==> src/hw/rtl/nlq_pkg.sv <==
// Shared types and constants for the newline line queue.
package nlq_pkg;

  localparam int unsigned QueueLines = 64;
  localparam int unsigned LineMax    = 256;

  localparam logic [7:0] NewlineByte = 8'd10;

  localparam logic [1:0] CmdRecv  = 2'd0;
  localparam logic [1:0] CmdFetch = 2'd1;
  localparam logic [1:0] CmdClear = 2'd2;
  localparam logic [1:0] CmdFlush = 2'd3;

  localparam logic [1:0] StNone  = 2'd0;
  localparam logic [1:0] StData  = 2'd1;
  localparam logic [1:0] StEmpty = 2'd2;

  localparam logic [8:0] ReadLimitReset = 9'd257;

  // Classified operation handed from front to back.
  typedef enum logic [2:0] {
    OpByte,
    OpEol,
    OpOverrun,
    OpFetch,
    OpClear,
    OpFlush
  } op_e;

  typedef struct packed {
    op_e        op;
    logic [7:0] data;
  } op_t;

endpackage

==> src/hw/rtl/nlq_front.sv <==
// Front end: accepts transactions, drops discarded bytes, classifies the rest.
module nlq_front (
  input  logic             clk_i,
  input  logic             rst_ni,
  input  logic             in_valid_i,
  output logic             in_ready_o,
  input  logic [1:0]       command_i,
  input  logic [7:0]       byte_in_i,
  input  logic             discard_i,
  output logic             op_valid_o,
  input  logic             op_ready_i,
  output nlq_pkg::op_t     op_o
);

  // Two-entry queue toward the back end.
  nlq_pkg::op_t buf_q [2];
  logic         wp_q, rp_q;
  logic [1:0]   cnt_q;
  nlq_pkg::op_t cls;
  logic         keep, push, pop;

  always_comb begin
    cls.data = byte_in_i;
    keep     = 1'b1;
    cls.op   = nlq_pkg::OpByte;
    unique case (command_i)
      nlq_pkg::CmdRecv: begin
        keep   = !discard_i;
        cls.op = (byte_in_i == nlq_pkg::NewlineByte) ? nlq_pkg::OpEol : nlq_pkg::OpByte;
      end
      nlq_pkg::CmdFetch: cls.op = nlq_pkg::OpFetch;
      nlq_pkg::CmdClear: cls.op = nlq_pkg::OpClear;
      default:           cls.op = nlq_pkg::OpFlush;
    endcase
  end

  assign in_ready_o = (cnt_q != 2'd2);
  assign push       = in_valid_i && in_ready_o && keep;
  assign op_valid_o = (cnt_q != 2'd0);
  assign pop        = op_valid_o && op_ready_i;
  assign op_o       = buf_q[rp_q];

  always_ff @(posedge clk_i) begin
    if (push) begin
      buf_q[wp_q] <= cls;
    end
  end

  always_ff @(posedge clk_i or negedge rst_ni) begin
    if (!rst_ni) begin
      wp_q  <= 1'b0;
      rp_q  <= 1'b0;
      cnt_q <= 2'd0;
    end else begin
      if (push) wp_q <= !wp_q;
      if (pop)  rp_q <= !rp_q;
      cnt_q <= cnt_q + {1'b0, push} - {1'b0, pop};
    end
  end

endmodule

==> config.mk <==
export PLATFORM = sky130hd
export DESIGN_NAME = nlq_front
export DESIGN_NICKNAME = d
export VERILOG_FILES = /design/src/hw/rtl/nlq_pkg.sv /design/src/hw/rtl/nlq_front.sv
export SDC_FILE = /design/constraint.sdc
export NUM_CORES = 1
export LEC_CHECK = 0
export BUFFER_PORTS_ARGS = -buffer_cell sky130_fd_sc_hd__buf_2
export CAP_MARGIN = 20
export CORE_MARGIN = 2
export CORE_UTILIZATION = 45
export CTS_CLUSTER_DIAMETER = 150
export DETAILED_ROUTE_END_ITERATION = 8
export GPL_TIMING_DRIVEN = 0
export HOLD_SLACK_MARGIN = 0.02
export PLACE_DENSITY = 0.85
export SLEW_MARGIN = 20
export SYNTH_ARGS = -nofsm -noshare
export SYNTH_HDL_FRONTEND = slang
export SYNTH_SLANG_ARGS = --single-unit
==> constraint.sdc <==
create_clock -name clk_i -period 1.7 [get_ports clk_i]
set_clock_uncertainty 0.15 [all_clocks]
set_input_delay 0.085 -clock clk_i [delete_from_list [all_inputs] [get_ports clk_i]]
set_output_delay 0.085 -clock clk_i [all_outputs]
set_load 0.01 [all_outputs]
Word-level counts from Yosys, hierarchy flattened. Memory sizes are Yosys's and may differ from the RTL's. Cells that the tools add are included. Widths: inputs -> output; s select.

Logic and storage cells: 23. Bits of input ports: 15. Memory bits (writable): 22. Bits in registers: 4. Memories kept: 1.

Memories: buf_q (depth 2, width 11, rd ports 1, clocked after Yosys merged registers in 0, write ports 1, line nlq_front.sv:16) `nlq_pkg::op_t buf_q [2];`.

$add $sub $neg: 2. Reductions and logical operators: 8. Equal/unequal tests: 4. Mux-type cells: 5.

Operators with widths (count): $pmux 3 s3 (1); $eq 8x4->1 const B (1); $mux 1 (4); $logic_and 1x1->1 (3); $logic_not 1->1 (3); $add 2x1->2 (1); $eq 2x1->1 const B (1); $eq 2x2->1 const B (1); $logic_not 2->1 (1); $ne 2x2->1 const B (1); $reduce_bool 2->1 (1); $sub 2x1->2 (1).

Logic depth before layout (Yosys ltp).
Word-level depth: 5. Mapped depth: 7. Depth with buffers taken out: 7.

Worst setup path before layout. OpenSTA, ideal clock, no wires.

Kind: reg-to-reg. Start: reg cnt_q[1]. End: reg cnt_q[1]. Arrival: 1533 ps. Period minus slack after synthesis: 1806 ps. Path slack: -106 ps. Stages on the path, launching flop included: 8. Cells stage by stage: dfrtp_1 or2_1 and2_4 ha_1 inv_1 ha_1 xnor2_1 xnor2_1.

Elaborated cells on any way between the ends: 7. Those cells by class: add/sub (2); eq/ne (1); reduce/logical (4).

RTL lines: from (decl) (line nlq_front.sv:18) `logic [1:0] cnt_q;`; from (signal assigned) (line nlq_front.sv:57) `cnt_q <= cnt_q + {1'b0, push} - {1'b0, pop};`; $reduce_bool 2->1 (line nlq_front.sv:39) `assign op_valid_o = (cnt_q != 2'd0);`; net op_valid_o (line nlq_front.sv:10) `output logic op_valid_o,`; $logic_and 1x1->1 (line nlq_front.sv:40) `assign pop = op_valid_o && op_ready_i;`; net pop (line nlq_front.sv:20) `logic keep, push, pop;`; $sub 2x1->2 (line nlq_front.sv:57).

The timed path passes the listed nets, and every way through them passes these cells. A chain may end at the register's enable or synchronous reset.

Worst setup path after layout.
Start: reg cnt_q[0]. End: reg cnt_q[1].

Elaborated cells on any way between the ends: 7. Those cells by class: add/sub (2); eq/ne (1); reduce/logical (4).

RTL lines (line): $reduce_bool 2->1 (nlq_front.sv:39); $logic_and 1x1->1 (nlq_front.sv:40); net pop (nlq_front.sv:20); $sub 2x1->2 (nlq_front.sv:57).

The timed path passes the listed nets, and every way through them passes these cells.

==> reports/results.ini <==
[synthesis]
ys.warnings.count=0
async_reset_ff_share_pct=15.4
synth-seq-cells=26
synth_top_area_share_pct=62.6
yosys-top-cells-area=edfxtp_1 63%, mux2_1 9.6%, dfrtp_1 9.5%
syn_nets=76
syn_inst=59
syn_area_per_cell_um2=17.9
synth_flop_cell=edfxtp_1
synth_seq_area_share_pct=72.0
synth_enable_flop_cells=22
yosysUniqueCellTypes=19
syn_area_um2=1060
synth_largest_area_cell=edfxtp_1

[floorplan]
coreArea_um2=2210
start_util_pct=47.7
io_pins=28
die_w_um=52.4
dieArea_um2=2750
rows=17
die_height_um=52.4

[power_and_ir_drop]
p_leak_nw=0.590
p_per_area_nw_per_um2=1480
p_total_mw=2.19
ir_worst_vdd_v=0.000868

[clock_tree]
cts_tree=done
cts_made_buffers=3
clkLatencyLatePin_ps=310
cts.sinks=26
cts.path.max_buffers=2
htree_levels=1
root_buffer=clkbuf_4
cts.clk_slew.worst_paths_ps=130

[global_route]
antenna_found_initial=0
grt_pass1_vias=704
grt_max_degree=16
grt-ovfl-total=0
grt_usage_pct=15.6
grt_pass1_wl_um=3030

[worst_setup_path]
r2r_setup_slack_ps=-90
end_kind=register
worstPathRequired_ps=1770
crit_arrival_ps=1850
path_buf_inv=1
reg2reg_to=cnt_q[1]
r2r-start=cnt_q[0]
critPathLaunchType=register
r2r_cells=7
crit_family=adder cells
startpoint=cnt_q[0]
crit_path_max_incr_delay_ps=420
crit_slowest_cell=dfrtp_1
crit_type=register to register
path_max_fanout=3
path_cells=or2_4, and2_4, ha_4, inv_2, ha_2, xnor2_2, xnor2_1

[drt]
wl_per_cell_um=13.9
via_per_inst=4.74
dr.pass1.iters=2
met3_length_um=82
top_layer=met4
drt-met1-wl_um=751
ant_nets=0
drt-total-wl_um=1880
initialDrtViolationCount=10
wl_met2_um=1030
vias=640
drc=0

[placed_design]
io_buffers=27
pre_cts_slack_ps=-302
gp_congestion=0.683
dp_cells=114
dp_hpwl_um=1230
detailed_place.area_um2=1230

[sta]
max_freq_ghz=0.560
setup_ws_ps=-86.0
fin_crit_ps=1790
finalSetupViolations=23
finalCritPeriodShare_pct=105
slew_headroom_pct=60.7
worst_pin_slew_ps=588
tns_ps=-625
fin_hold_ws_ps=11.8
grt_setup_unrepaired=yes
hold_violations=0
slew_violations=0

[worst_hold_path]
hold_path.startpoint=op_ready_i
hp-class=input pin to register
holdPathEnd=rp_q
worstHoldPathCells=4

[flow_run]
drv_cap=0

[layout]
drive_gt1_share_pct=44.9
final_nets=125
final_util_pct=66.7
num_antenna_cells=0
final_cells=135
finalInstanceArea_um2=1480
areaGrowthSynthToFinish_pct=39.7

[run_status]
violations=setup timing
status=finished with violations

-- cell type report --
| class | instances | area [µm²] |
|---|---|---|
| Buffer | 2 | 15.0 |
| Clock buffer | 3 | 22.5 |
| Clock inverter | 1 | 30.0 |
| Fill cell | 164 | 737 |
| Inverter | 4 | 15.0 |
| Multi-Input combinational cell | 27 | 302 |
| Sequential cell | 26 | 761 |
| Tap cell | 28 | 35.0 |
| Timing Repair Buffer | 44 | 295 |
-- power by group --
group / switching [mW] / internal (mW) / total, mW
clock network: 0.182 / 0.238 / 0.420
logic: 0.393 / 0.434 / 0.827
registers: 0.0672 / 0.872 / 0.939
total: 0.642 / 1.54 / 2.19
-- routing by layer --
metal,vias to the layer above,track usage (%)
met5,-,0
met4,0,7.69
met3,2,2.86
met2,18,28.7
met1,308,16.7
li1,312,-
-- flip-flops by register name, indices dropped and copies added, names as in the netlist --
name / count
wp_q: 1
buf_q: 22
rp_q: 1
cnt_q: 2
-- cells in the mapped netlist (2+ instances only) --
library cell,n
inv_1,4
xnor2_1,3
mux2_2,2
mux2_1,9
nor2_1,2
dfrtp_1,4
edfxtp_1,22
ha_1,2
-- tightest hold or removal path, delay by kind of cell --
kind	cells	cell delay [ps]
buffers and inverters	2	170
AND/OR/NAND/NOR	1	140
XOR/XNOR	1	50
-- cells in the final DEF, fill, tap and decap left out --
cell type	instances
xnor2_2	1
nand2b_1	1
and2b_2	1
buf_6	1
clkbuf_1	1
nor3b_1	1
buf_4	4
xnor2_1	2
mux2_2	2
bufinv_16	1
a41o_1	1
buf_2	27
dlygate4sd3_1	13
o311ai_4	1
edfxtp_1	22
inv_1	3
mux2_1	9
or2_4	1
nor2_2	2
xor2_1	1
nor4_1	1
and2_4	1
clkbuf_4	3
ha_4	1
ha_2	1
inv_2	1
dfrtp_1	4
-- what timing repair did --
item / CTS / global route
setup buffers: 2 / 2
pin swaps: 2 / 0
endpoints found under the hold margin: 28 / 0
hold buffers: 13 / 0
gates resized for setup: 6 / 1
endpoints found under the setup margin: 32 / 32
-- cells by family after synthesis --
logic type                 share of synthesized area, %
DFF                                                72.0
muxes                                              11.7
and+or+nand+nor                                    4.86
buffers and inverters                              2.25
xor gates and xnor gates                           3.32
AOI/OAI and AO/OA                                  3.44
adders and majority gates                          2.37
-- how the worst max path moves through the flow --
stage	cells after the start	endpoint	slack, ps
CTS	7	cnt_q[1]	-100
finish	7	cnt_q[1]	-90
detailed placement	3	buf_q[1][2]	-300
floorplan	3	buf_q[1][0]	-60
global placement	3	buf_q[0][1]	-240
global route	7	cnt_q[1]	-150
(Power assumes the default switching activity.)
